$ cat config.mk
export PLATFORM = sky130hd
export DESIGN_NAME = rgbyc_merge
export DESIGN_NICKNAME = d
export VERILOG_FILES = /design/src/rtl/core/assert_macros.svh /design/src/rtl/core/rgbyc_pkg.sv /design/src/rtl/core/rgbyc_merge.sv
export SDC_FILE = /design/constraint.sdc
export NUM_CORES = 1
export LEC_CHECK = 0
export BUFFER_PORTS_ARGS = -buffer_cell sky130_fd_sc_hd__buf_4
export CAP_MARGIN = 20
export CORE_ASPECT_RATIO = 1.25
export CORE_MARGIN = 1
export CORE_UTILIZATION = 40
export CTS_BUF_LIST = sky130_fd_sc_hd__clkbuf_16
export DETAILED_ROUTE_END_ITERATION = 10
export PLACE_DENSITY = 0.77
export SETUP_SLACK_MARGIN = 0.15
export SLEW_MARGIN = 10
export SYNTH_ARGS = -nofsm -noshare
export SYNTH_HDL_FRONTEND = slang
export SYNTH_SLANG_ARGS = --single-unit
export TNS_END_PERCENT = 20
$ cat constraint.sdc
create_clock -name clock -period 3.25 [get_ports clock]
set_input_delay 0.1625 -clock clock [delete_from_list [all_inputs] [get_ports clock]]
set_output_delay 0.1625 -clock clock [all_outputs]
set_load 0.005 [all_outputs]
$ cat src/rtl/core/assert_macros.svh
// assertion macros used by the top level of the rgb/ypbpr converter rtl
`ifndef ASSERT_MACROS_SVH
`define ASSERT_MACROS_SVH

`ifndef SYNTH

// condition holds at every clock edge out of reset
`define ASSERT_ALWAYS(lbl, clk, rst, cond, msg) \
   lbl: assert property (@(posedge clk) disable iff (rst) (cond)) else $error(msg);

// consequence holds in the same cycle
`define ASSERT_IMPLY(lbl, clk, rst, pre, post, msg) \
   lbl: assert property (@(posedge clk) disable iff (rst) (pre) |-> (post)) else $error(msg);

// consequence holds in the cycle after
`define ASSERT_IMPLY_NEXT(lbl, clk, rst, pre, post, msg) \
   lbl: assert property (@(posedge clk) disable iff (rst) (pre) |=> (post)) else $error(msg);

`else

`define ASSERT_ALWAYS(lbl, clk, rst, cond, msg)
`define ASSERT_IMPLY(lbl, clk, rst, pre, post, msg)
`define ASSERT_IMPLY_NEXT(lbl, clk, rst, pre, post, msg)

`endif

`endif

$ cat src/rtl/core/rgbyc_pkg.sv
// types, widths and coefficients of the rgb/ypbpr converter
`timescale 1ns / 1ps
`default_nettype none

package rgbyc_pkg;

   // fixed point formats: luma q1.15, colour differences q0.15, coefficients q1.16
   localparam int FRAC_BITS = 15;
   localparam int COEF_BITS = 16;

   localparam int SAMPLE_W = 16;
   localparam int MAXV_W   = 16;
   localparam int OP_W     = SAMPLE_W + 1;
   localparam int COEF_W   = COEF_BITS + 2;
   localparam int PROD_W   = OP_W + COEF_W;
   localparam int SUM_W    = PROD_W + 2;

   // forward magnitude stays below 2^32, numerator adds the rounding term
   localparam int MAG_W    = 2 * SAMPLE_W;
   localparam int NUM_W    = MAG_W + 1;
   localparam int DEN_W    = MAXV_W + 1;
   localparam int QUO_W    = NUM_W - DEN_W;

   // inverse scaling
   localparam int INV_SHIFT = FRAC_BITS + COEF_BITS;
   localparam int INV_T_W   = INV_SHIFT;
   localparam int SCALE_W   = INV_T_W + MAXV_W;

   localparam int FRONT_STAGES = 4;
   localparam int DIV_STAGES   = QUO_W;
   localparam int PIPE_STAGES  = FRONT_STAGES + DIV_STAGES;

   localparam logic [SAMPLE_W-1:0] LUMA_ONE  = SAMPLE_W'(1 << FRAC_BITS);
   localparam logic [SAMPLE_W-1:0] DIFF_HALF = SAMPLE_W'(1 << (FRAC_BITS - 1));

   localparam logic [MAXV_W-1:0] MAXVAL_RESET = MAXV_W'(255);

   localparam logic CMD_FORWARD = 1'b0;
   localparam logic CMD_INVERSE = 1'b1;

   localparam int CSR_IDX_W = 1;
   localparam logic [CSR_IDX_W-1:0] CSR_IN_MAXVAL  = 1'b0;
   localparam logic [CSR_IDX_W-1:0] CSR_OUT_MAXVAL = 1'b1;

   typedef struct packed {
      logic                cmd;
      logic [SAMPLE_W-1:0] red;
      logic [SAMPLE_W-1:0] green;
      logic [SAMPLE_W-1:0] blue;
      logic [SAMPLE_W-1:0] luma;
      logic [SAMPLE_W-1:0] blue_diff;
      logic [SAMPLE_W-1:0] red_diff;
   } pix_type;

   typedef struct packed {
      logic signed [COEF_W-1:0] fwd_r;
      logic signed [COEF_W-1:0] fwd_g;
      logic signed [COEF_W-1:0] fwd_b;
      logic signed [COEF_W-1:0] inv_y;
      logic signed [COEF_W-1:0] inv_pb;
      logic signed [COEF_W-1:0] inv_pr;
   } lane_coef_type;

   typedef struct packed {
      logic [PIPE_STAGES-1:0] load;
   } pipe_ctl_type;

   typedef struct packed {
      logic                cmd;
      logic                neg;
      logic                ovf;
      logic [QUO_W-1:0]    quo;
      logic [SAMPLE_W-1:0] rgb;
   } lane_res_type;

   // lane 0: y / red, lane 1: pb / green, lane 2: pr / blue
   localparam lane_coef_type COEF_LANE_Y = '{
      fwd_r:  18'sd19595,  fwd_g:  18'sd38470,  fwd_b:  18'sd7471,
      inv_y:  18'sd65536,  inv_pb: 18'sd0,      inv_pr: 18'sd91881};
   localparam lane_coef_type COEF_LANE_PB = '{
      fwd_r: -18'sd11058,  fwd_g: -18'sd21710,  fwd_b:  18'sd32768,
      inv_y:  18'sd65536,  inv_pb: -18'sd22553, inv_pr: -18'sd46802};
   localparam lane_coef_type COEF_LANE_PR = '{
      fwd_r:  18'sd32768,  fwd_g: -18'sd27439,  fwd_b: -18'sd5329,
      inv_y:  18'sd65536,  inv_pb: 18'sd116130, inv_pr: 18'sd0};

endpackage

`default_nettype wire

$ cat src/rtl/core/rgbyc_merge.sv
// merge of the three lanes: clamping, sign and output register
`timescale 1ns / 1ps
`default_nettype none

module rgbyc_merge (
   input  logic                                clock,
   input  logic                                load,
   input  rgbyc_pkg::lane_res_type             res_y,
   input  rgbyc_pkg::lane_res_type             res_pb,
   input  rgbyc_pkg::lane_res_type             res_pr,
   output logic [rgbyc_pkg::SAMPLE_W-1:0]      out_luma,
   output logic signed [rgbyc_pkg::SAMPLE_W-1:0] out_blue_diff,
   output logic signed [rgbyc_pkg::SAMPLE_W-1:0] out_red_diff,
   output logic [rgbyc_pkg::SAMPLE_W-1:0]      out_red,
   output logic [rgbyc_pkg::SAMPLE_W-1:0]      out_green,
   output logic [rgbyc_pkg::SAMPLE_W-1:0]      out_blue
);
   import rgbyc_pkg::*;

   logic [SAMPLE_W-1:0] luma_ff, luma_in;
   logic [SAMPLE_W-1:0] pb_ff, pb_in;
   logic [SAMPLE_W-1:0] pr_ff, pr_in;
   logic [SAMPLE_W-1:0] red_ff, red_in;
   logic [SAMPLE_W-1:0] green_ff, green_in;
   logic [SAMPLE_W-1:0] blue_ff, blue_in;

   function automatic logic [SAMPLE_W-1:0] clamp_mag(lane_res_type r,
                                                     logic [SAMPLE_W-1:0] lim);
      return (r.ovf || (r.quo > lim)) ? lim : r.quo;
   endfunction

   function automatic logic [SAMPLE_W-1:0] signed_diff(lane_res_type r);
      logic [SAMPLE_W-1:0] m;
      m = clamp_mag(r, DIFF_HALF);
      return r.neg ? SAMPLE_W'(-m) : m;
   endfunction

   // forward fields are zero for inverse transactions and the other way round
   always_comb begin
      if (res_y.cmd == CMD_INVERSE) begin
         luma_in  = '0;
         pb_in    = '0;
         pr_in    = '0;
         red_in   = res_y.rgb;
         green_in = res_pb.rgb;
         blue_in  = res_pr.rgb;
      end else begin
         luma_in  = clamp_mag(res_y, LUMA_ONE);
         pb_in    = signed_diff(res_pb);
         pr_in    = signed_diff(res_pr);
         red_in   = '0;
         green_in = '0;
         blue_in  = '0;
      end
   end

   always_ff @(posedge clock) begin
      if (load) begin
         luma_ff  <= luma_in;
         pb_ff    <= pb_in;
         pr_ff    <= pr_in;
         red_ff   <= red_in;
         green_ff <= green_in;
         blue_ff  <= blue_in;
      end
   end

   assign out_luma      = luma_ff;
   assign out_blue_diff = $signed(pb_ff);
   assign out_red_diff  = $signed(pr_ff);
   assign out_red       = red_ff;
   assign out_green     = green_ff;
   assign out_blue      = blue_ff;

endmodule

`default_nettype wire

== Word-level counts from Yosys, hierarchy flattened ==
Cells that the tools add are included.

* Add/sub/neg operators: 2
* Muxes and demuxes: 5
* Order comparisons: 3
* Reduce and logical (&&, ||, !) cells: 4

{| class="wikitable"
|+ Operators by type and width
! cell !! number
|-
| 16-bit 2-to-1 mux || 5
|-
| 16-bit by 15-bit greater-than comparator with 1-bit output (second input constant) || 2
|-
| 16-bit negator || 2
|-
| 16-bit greater-than comparator (second input constant) || 1
|-
| 1-bit logical OR || 3
|-
| 2-bit OR reduction || 1
|}

* Input bits: 107
* Output and inout port bits: 96
* Flip-flop bits (word level): 96

== Logic depth before layout (Yosys ltp) ==
Gate-level depths: netlist of run 1.

* Word-level depth: 5
* Gate-level depth with buffers: 11

== Worst setup path after synthesis of run 1 ==
No wires, ideal clock.

* Path kind: input to register
* Start: input res_pb[18] (netlist name)
* End: register pb_ff[12] (netlist: out_blue_diff[12]), data pin
* Arrival: 2.752 ns
* Path slack: 0.303 ns
* Path buffers: 0
* Data required time: 3.055 ns
* Stages: 11
* Cells stage by stage: or4_4 nand4b_4 o41ai_4 and2_2 nand2_1 ha_1 nor2b_1 a21oi_1 or2_2 a21o_2 o311ai_0

* Word-level cells in the longest chain between the ends: 5

{| class="wikitable"
|+ RTL lines
! element !! RTL line !! source
|-
| start, declared || rgbyc_merge.sv:9 || <nowiki>input rgbyc_pkg::lane_res_type res_pb,</nowiki>
|-
| 16-bit by 15-bit greater-than comparator with 1-bit output || rgbyc_merge.sv:29 || <nowiki>return (r.ovf || (r.quo > lim)) ? lim : r.quo;</nowiki>
|-
| 1-bit logical OR || rgbyc_merge.sv:29 ||
|-
| 16-bit 2-to-1 mux * || rgbyc_merge.sv:29 ||
|-
| 16-bit negator || rgbyc_merge.sv:35 || <nowiki>return r.neg ? SAMPLE_W'(-m) : m;</nowiki>
|-
| 16-bit 2-to-1 mux * || rgbyc_merge.sv:35 ||
|-
| end signal, assigned || rgbyc_merge.sv:60 || <nowiki>pb_ff <= pb_in;</nowiki>
|-
| end, declared || rgbyc_merge.sv:21 || <nowiki>logic [SAMPLE_W-1:0] pb_ff, pb_in;</nowiki>
|}

Mark *: on every way between the ends. The rest lies on a longest branch, timed or not.
A chain may end at the register's enable or synchronous reset.

== Final worst setup path of run 1 ==
Same ends and word-level chain as after synthesis.

==> results.toml, run 1 <==
[setup_path]
endpoint_kind = "flop"
cp_num_buf_inv = 1
crit_slowest_cell = "or4_4"
required_ns = 3.39
slowest_delay_ns = 0.56
crit_path_end = "out_blue_diff[12]$_SDFFCE_PP0P_"
critPathTopFamily = "simple AND/OR/NAND/NOR gates"
startpoint_type = "input port"
path_class = "in -> reg"
path_depth = 12
cp.arrival_ns = 2.80
crit_chain = "buf_4 -> or4_4 -> nand4b_4 -> o41ai_4 -> and2_2 -> nand2_1 -> ha_1 -> nor2b_1 -> a21oi_1 -> or2_2 -> a21o_2 -> o311ai_0"
critPathLaunch = "res_pb[18]"
cp_max_fo = 6

[finish]
fin_util_pct = 59.6
insertedDiodeCount = 0
layout-drive-gt1-share_pct = 42.1
final_net_count = 665
final_common_cell = "buf_4"
area_delta_synth_final_pct = 43.8
fill_cells = 867
final_cell_mix = "207 x buf_4, 96 x edfxtp_1, 63 x and2_1"

[grt]
grt_overflow_total = 0
antenna_found_initial = 0
grt_pass1_wl_um = 16900
grt_pass1_vias = 3411
grt_max_degree = 72
grt_use_total_pct = 19.6

[place]
io_buffer_count = 199
dp_hpwl_um = 8460
dp_slack_ns = 0.259
gp_congestion = 0.903

[synth]
ys_seq_area_share_pct = 64.8
synth_seq_cells = 96
synth_ff_type = "edfxtp_1"
synth.avg_cell_area_um2 = 12.6
syn_area_mm2 = 0.00445
synth_compound_area_share_pct = 8.92
synth_cell_types = 52
synth-edff-count = 96
synth_xor_area_share_pct = 2.56
synth_top_family_by_area = "simple AND/OR/NAND/NOR gates"
syn-instance-count = 354
synth.net_count = 463
synthSimpleGateAreaFrac_pct = 20.9
ys_async_sr_fraction_pct = 0
yosys_warnings = 0
yosys.area_share.adder_pct = 0.563
muxShareOfSynthArea_pct = 0.225

[route]
vias = 3558
wl_met1_um = 4180
routed-wl-met2_um = 6080
wire_per_inst_um = 16.4
first_pass_iters = 4
drtAntennaViolNets = 0
wl_met3_um = 942
drt_iter0_markers = 146
highest_layer = "met4"
drc = 0
drt-total-wl_um = 11300
drt-vias-per-instance = 5.13

[floorplanning]
core_mm2 = 0.0107
dieArea_mm2 = 0.0115
core.rowCount = 42
start_util_pct = 41.5
ios = 203
die_h_um = 120
die_w_um = 96.3

[clock_tree]
numClockSinks = 96
clockRootBuffer = "clkbuf_16"
ctsHoldBuffers = 0
cts.repair.resized = 0
cts.clk_slew.worst_paths_ns = 0.07
cts-htree-levels = 3
cts_tree = "yes"
cts_buffers = 9
clock_path_buffers = 2
cts_setup_buffers = 0

[timing]
worst_slew_pin_slew_ns = 0.888
finalHoldViolations = 0
slew_headroom_pct = 40.8
setup_viol = 0
holdWs_ns = 0.0988
min_period_ns = 2.66
setup_ws_ns = 0.592
fin_crit_sh_pct = 81.8
fin_tns_setup_ns = 0
fmax_mhz = 376
slew_viol_final = 0
grt_setup_unrepaired = "false"

[power_and_ir_drop]
p_per_area_mw_per_mm2 = 459
p_total_mw = 2.93
ir_drop_mv = 0.222
leakage_nw = 2.64

[hold_path]
hold_class = "in -> reg"
hold_start = "res_pr[3]"

[status]
status = "complete, no violations"

[run]
maxCapViolations = 0
[worst min path at each step]
stage	endpoint	depth (start not counted)	slack (ns)
2_1_floorplan	out_blue[0]$_SDFFCE_PN0P_	0	0.27
3_3_place_gp	out_red[4]$_SDFFCE_PN0P_	2	0.45
3_5_place_dp	out_red[10]$_SDFFCE_PN0P_	2	0.45
4_1_cts	out_blue[3]$_SDFFCE_PN0P_	2	0.09
5_1_grt	out_blue[3]$_SDFFCE_PN0P_	2	0.09
6_report	out_blue[3]$_SDFFCE_PN0P_	2	0.1
[Yosys cell counts (2+ instances only)]
cell type	count	area, µm²
edfxtp_1	96	2880
and2_1	63	394
nor2_1	28	105
nand2_1	27	101
clkbuf_1	15	56.3
xor2_1	12	105
a21oi_1	11	55.1
nor3_1	9	45.0
nor4_1	9	56.3
inv_1	8	30.0
o31ai_1	8	60.1
nand2b_1	6	37.5
o21ai_0	6	30.0
nand3_1	4	20.0
a211oi_1	3	22.5
nand4_1	3	18.8
nor2b_1	3	18.8
a311oi_1	2	17.5
a31o_2	2	17.5
a31oi_1	2	12.5
ha_1	2	25.0
nand4b_1	2	17.5
nor4b_1	2	17.5
o41ai_1	2	17.5
or3_1	2	12.5
[per-layer routing]
metal | GRT usage [%] | up-vias
li1 | - | 1711
met1 | 21.2 | 1681
met2 | 36.3 | 156
met3 | 5.20 | 10
met4 | 5.97 | 0
met5 | 0 | -
[power by group]
group          leakage, nW  total, mW  internal [mW]  switching, mW
Clock                0.144       1.02          0.536          0.479
Sequential           0.920       1.49           1.46         0.0282
Combinational         1.57      0.428          0.239          0.188
Total                 2.64       2.93           2.24          0.695
[kinds of logic after synthesis]
family                   count (synthesis)
multiplexers                             1
buffers and inverters                   24
AND/OR/NAND/NOR                        166
XOR/XNOR                                13
adder cells (fa/ha/maj)                  2
AO/OA/AOI/OAI                           52
flip-flops                              96
[layout make-up]
class                      instances  area [µm²]  share of cell area, %
multi-input combinational        234        1470                   23.0
clock inverter                     7        62.6                  0.979
sequential                        96        2880                   45.1
timing repair buffer             207        1550                   24.3
inverter                           8        30.0                  0.470
tap                              132         165                   2.58
clock buffer                       9         225                   3.52
[registers in the layout, indices dropped and copies added, names as in the netlist]
signal / flops
out_blue: 16
out_blue_diff: 16
out_green: 16
out_luma: 16
out_red: 16
out_red_diff: 16
[stage by stage]
step | cells | instance area (µm²)
after floorplan | 354 | 4450
after global placement | 677 | 6100
after detailed placement | 677 | 6100
after CTS | 693 | 6390
after global routing | 693 | 6390
final | 693 | 6390
No activity file was read; power rests on OpenSTA's default activity.
==> run 2: changes to the inputs <==
--- a/config.mk
+++ b/config.mk
@@ -5,6 +5,7 @@
 export SDC_FILE = /design/constraint.sdc
 export NUM_CORES = 1
 export LEC_CHECK = 0
+export ABC_AREA = 1
 export BUFFER_PORTS_ARGS = -buffer_cell sky130_fd_sc_hd__buf_4
 export CAP_MARGIN = 20
 export CORE_ASPECT_RATIO = 1.25
@@ -12,7 +13,7 @@
 export CORE_UTILIZATION = 40
 export CTS_BUF_LIST = sky130_fd_sc_hd__clkbuf_16
 export DETAILED_ROUTE_END_ITERATION = 10
-export PLACE_DENSITY = 0.77
+export PLACE_DENSITY = 0.76
 export SETUP_SLACK_MARGIN = 0.15
 export SLEW_MARGIN = 10
 export SYNTH_ARGS = -nofsm -noshare
==> constraint.sdc (replaced) <==
create_clock -name clock -period 2.5 [get_ports clock]
set_input_delay 0.125 -clock clock [delete_from_list [all_inputs] [get_ports clock]]
set_output_delay 0.125 -clock clock [all_outputs]
set_load 0.005 [all_outputs]
==> run 2 against run 1 <==
Against the previous run:
- first-iteration DRC count grew 59%
- non-clock buffer count fell by 2
- cell count grew 27%
- area after synthesis up 7.6%
- core utilization decreased by 1.6 points
- final area up 5.4%
- critical path depth increased by 5
- worst setup slack worse by 0.10 ns
- global-route usage shrank 0.92 points
- synthesized cell count grew 46%
- total power increased by 34%
==> results.toml, run 2 <==
[timing]
fin_crit_sh_pct = 80.5
min_period_ns = 2.01
fmax_mhz = 497
slew_headroom_pct = 49.8
finalHoldViolations = 0
setup_ws_ns = 0.488
setup_viol = 0
grt_setup_unrepaired = "false"
fin_tns_setup_ns = 0
slew_viol_final = 0
worst_slew_pin_slew_ns = 0.749

[finish]
final_cell_mix = "204 x buf_4, 120 x nand2_1, 96 x inv_1, 96 x edfxtp_1, 80 x nor2_1"
area_delta_synth_final_pct = 40.9
insertedDiodeCount = 0
final_common_cell = "buf_4"
design_area_mm2 = 0.00674
layout-drive-gt1-share_pct = 32.8
multiInputGateArea_mm2 = 0.00144
fill_cells = 971
seq_area_mm2 = 0.00288
final_net_count = 825
fin_cells = 881

[setup_path]
cp_common_cell = "nand2_1"
startpoint_type = "input port"
cp_max_fo = 4
crit_slowest_cell = "or2_2"
path_class = "in -> reg"
cp_num_buf_inv = 3
slowest_delay_ns = 0.31
endpoint_kind = "flop"
crit_chain = "buf_4 -> nor2_1 -> nand2_1 -> nor2_1 -> nand2_2 -> nand2_4 -> nand3_1 -> ha_1 -> or2_2 -> nand2_1 -> inv_1 -> nand2_1 -> inv_1 -> nand2_1 -> nand2_1 -> nand2_1 -> nor2_1"
required_ns = 2.59
critPathTopFamily = "simple AND/OR/NAND/NOR gates"
cp.arrival_ns = 2.10

[clock_tree]
clockRootBuffer = "clkbuf_16"
cts_tree = "yes"
clock_path_buffers = 2
cts_setup_buffers = 0
cts_buffers = 9
cts.clk_slew.worst_paths_ns = 0.07
ctsHoldBuffers = 0
cts.repair.resized = 0
cts-htree-levels = 3
numClockSinks = 96

[floorplanning]
start_util_pct = 41.2
die_w_um = 99.8
core_mm2 = 0.0116
dieArea_mm2 = 0.0124
die_h_um = 124
core.rowCount = 44
ios = 203

[route]
drtAntennaViolNets = 0
drc = 0
wire_per_inst_um = 13.2
drt_iter0_markers = 232
vias = 4179
first_pass_iters = 5
drt-vias-per-instance = 4.74
drt-total-wl_um = 11700

[synth]
yosys.area.top_type = "edfxtp_1"
synth_common_cells = "120 x nand2_1, 96 x edfxtp_1, 96 x inv_1"
synth.top_cell.area_share_pct = 60.3
ys_seq_area_share_pct = 60.3
synth_cell_types = 34
ys_async_sr_fraction_pct = 0
synth.net_count = 625
yosysMostFrequentCell = "nand2_1"
synth-edff-count = 96
synthTopCellsByArea = "edfxtp_1 60%, nand2_1 9.4%, inv_1 7.5%, nor2_1 6.3%, nand3_1 2.4%"
syn_area_mm2 = 0.00478
synth.avg_cell_area_um2 = 9.27
syn-instance-count = 516
synth_seq_cells = 96
synth_ff_type = "edfxtp_1"
yosys_warnings = 0

[power_and_ir_drop]
leakage_nw = 3.32
p_total_mw = 3.92
ir_drop_mv = 0.316
p_per_area_mw_per_mm2 = 582

[place]
placed_area_mm2 = 0.00644
gp_congestion = 0.921
dp_hpwl_um = 8720
dpl.cell_count = 866
io_buffer_count = 199
dp_slack_ns = 0.173

[grt]
antenna_found_initial = 0
grt_pass1_wl_um = 18200
grt_use_total_pct = 18.7
grt_pass1_vias = 3970
grt_max_degree = 55
grt_overflow_total = 0

[status]
status = "complete, no violations"

[run]
maxCapViolations = 0

[hold_path]
hold_class = "in -> reg"
==> run 2: cell count changes in the layout (fill, tap and decap cells not counted), moves of 6 or more <==
cell / delta
xor2_1: -12
nand3_1: +19
nor4_1: -9
nor3_1: -6
nor2_1: +52
o31ai_1: -7
and2_1: -63
nand2b_1: -6
nand2_1: +93
a21oi_1: +9
inv_1: +88
o211ai_1: +10
o21ai_0: +6
==> run 2: kinds of logic after synthesis <==
family	count (synthesis)	synth area share, %
AND/OR/NAND/NOR	243	21.0
buffers and inverters	114	9.63
flip-flops	96	60.3
AO/OA/AOI/OAI	61	8.61
adder cells (fa/ha/maj)	2	0.523
==> run 2: path summary, 6_finish.rpt <==
| path | start | endpoint | cells after the start |
|---|---|---|---|
| max | res_pb[18] | out_blue_diff[8]$_SDFFCE_PP0P_ | 17 |
| min | res_pr[6] | out_blue[6]$_SDFFCE_PN0P_ | 3 |
==> run 2: cell type report <==
class | count | share of cell area [%]
Tap cell | 161 | 2.99
Clock inverter | 6 | 1.02
Multi-Input combinational cell | 306 | 21.4
Clock buffer | 9 | 3.34
Inverter | 98 | 5.46
Timing Repair Buffer | 205 | 23.0
Sequential cell | 96 | 42.8
==> run 2: layer usage <==
metal  wire (µm)  up-vias  track usage (%)  share of wire [%]
li1            -     2077                -                  -
met1        4510     1910             21.2                 39
met2        6060      176             33.1                 52
met3         911       16             5.01                7.8
met4         171        0             6.57                1.5
met5           0        -                0                  0
==> run 2: per-stage QoR <==
stage               util [%]  hold WS (ns)
floorplan                  -         0.237
global placement        55.5         0.382
detailed placement      55.5         0.386
CTS                     58.0        0.0356
global route            58.0        0.0422
finish                  58.0        0.0478
==> run 2: power breakdown <==
part	internal, mW	switching (mW)	total, mW
Sequential	1.91	0.0368	1.95
Clock	0.777	0.581	1.36
Combinational	0.316	0.299	0.615
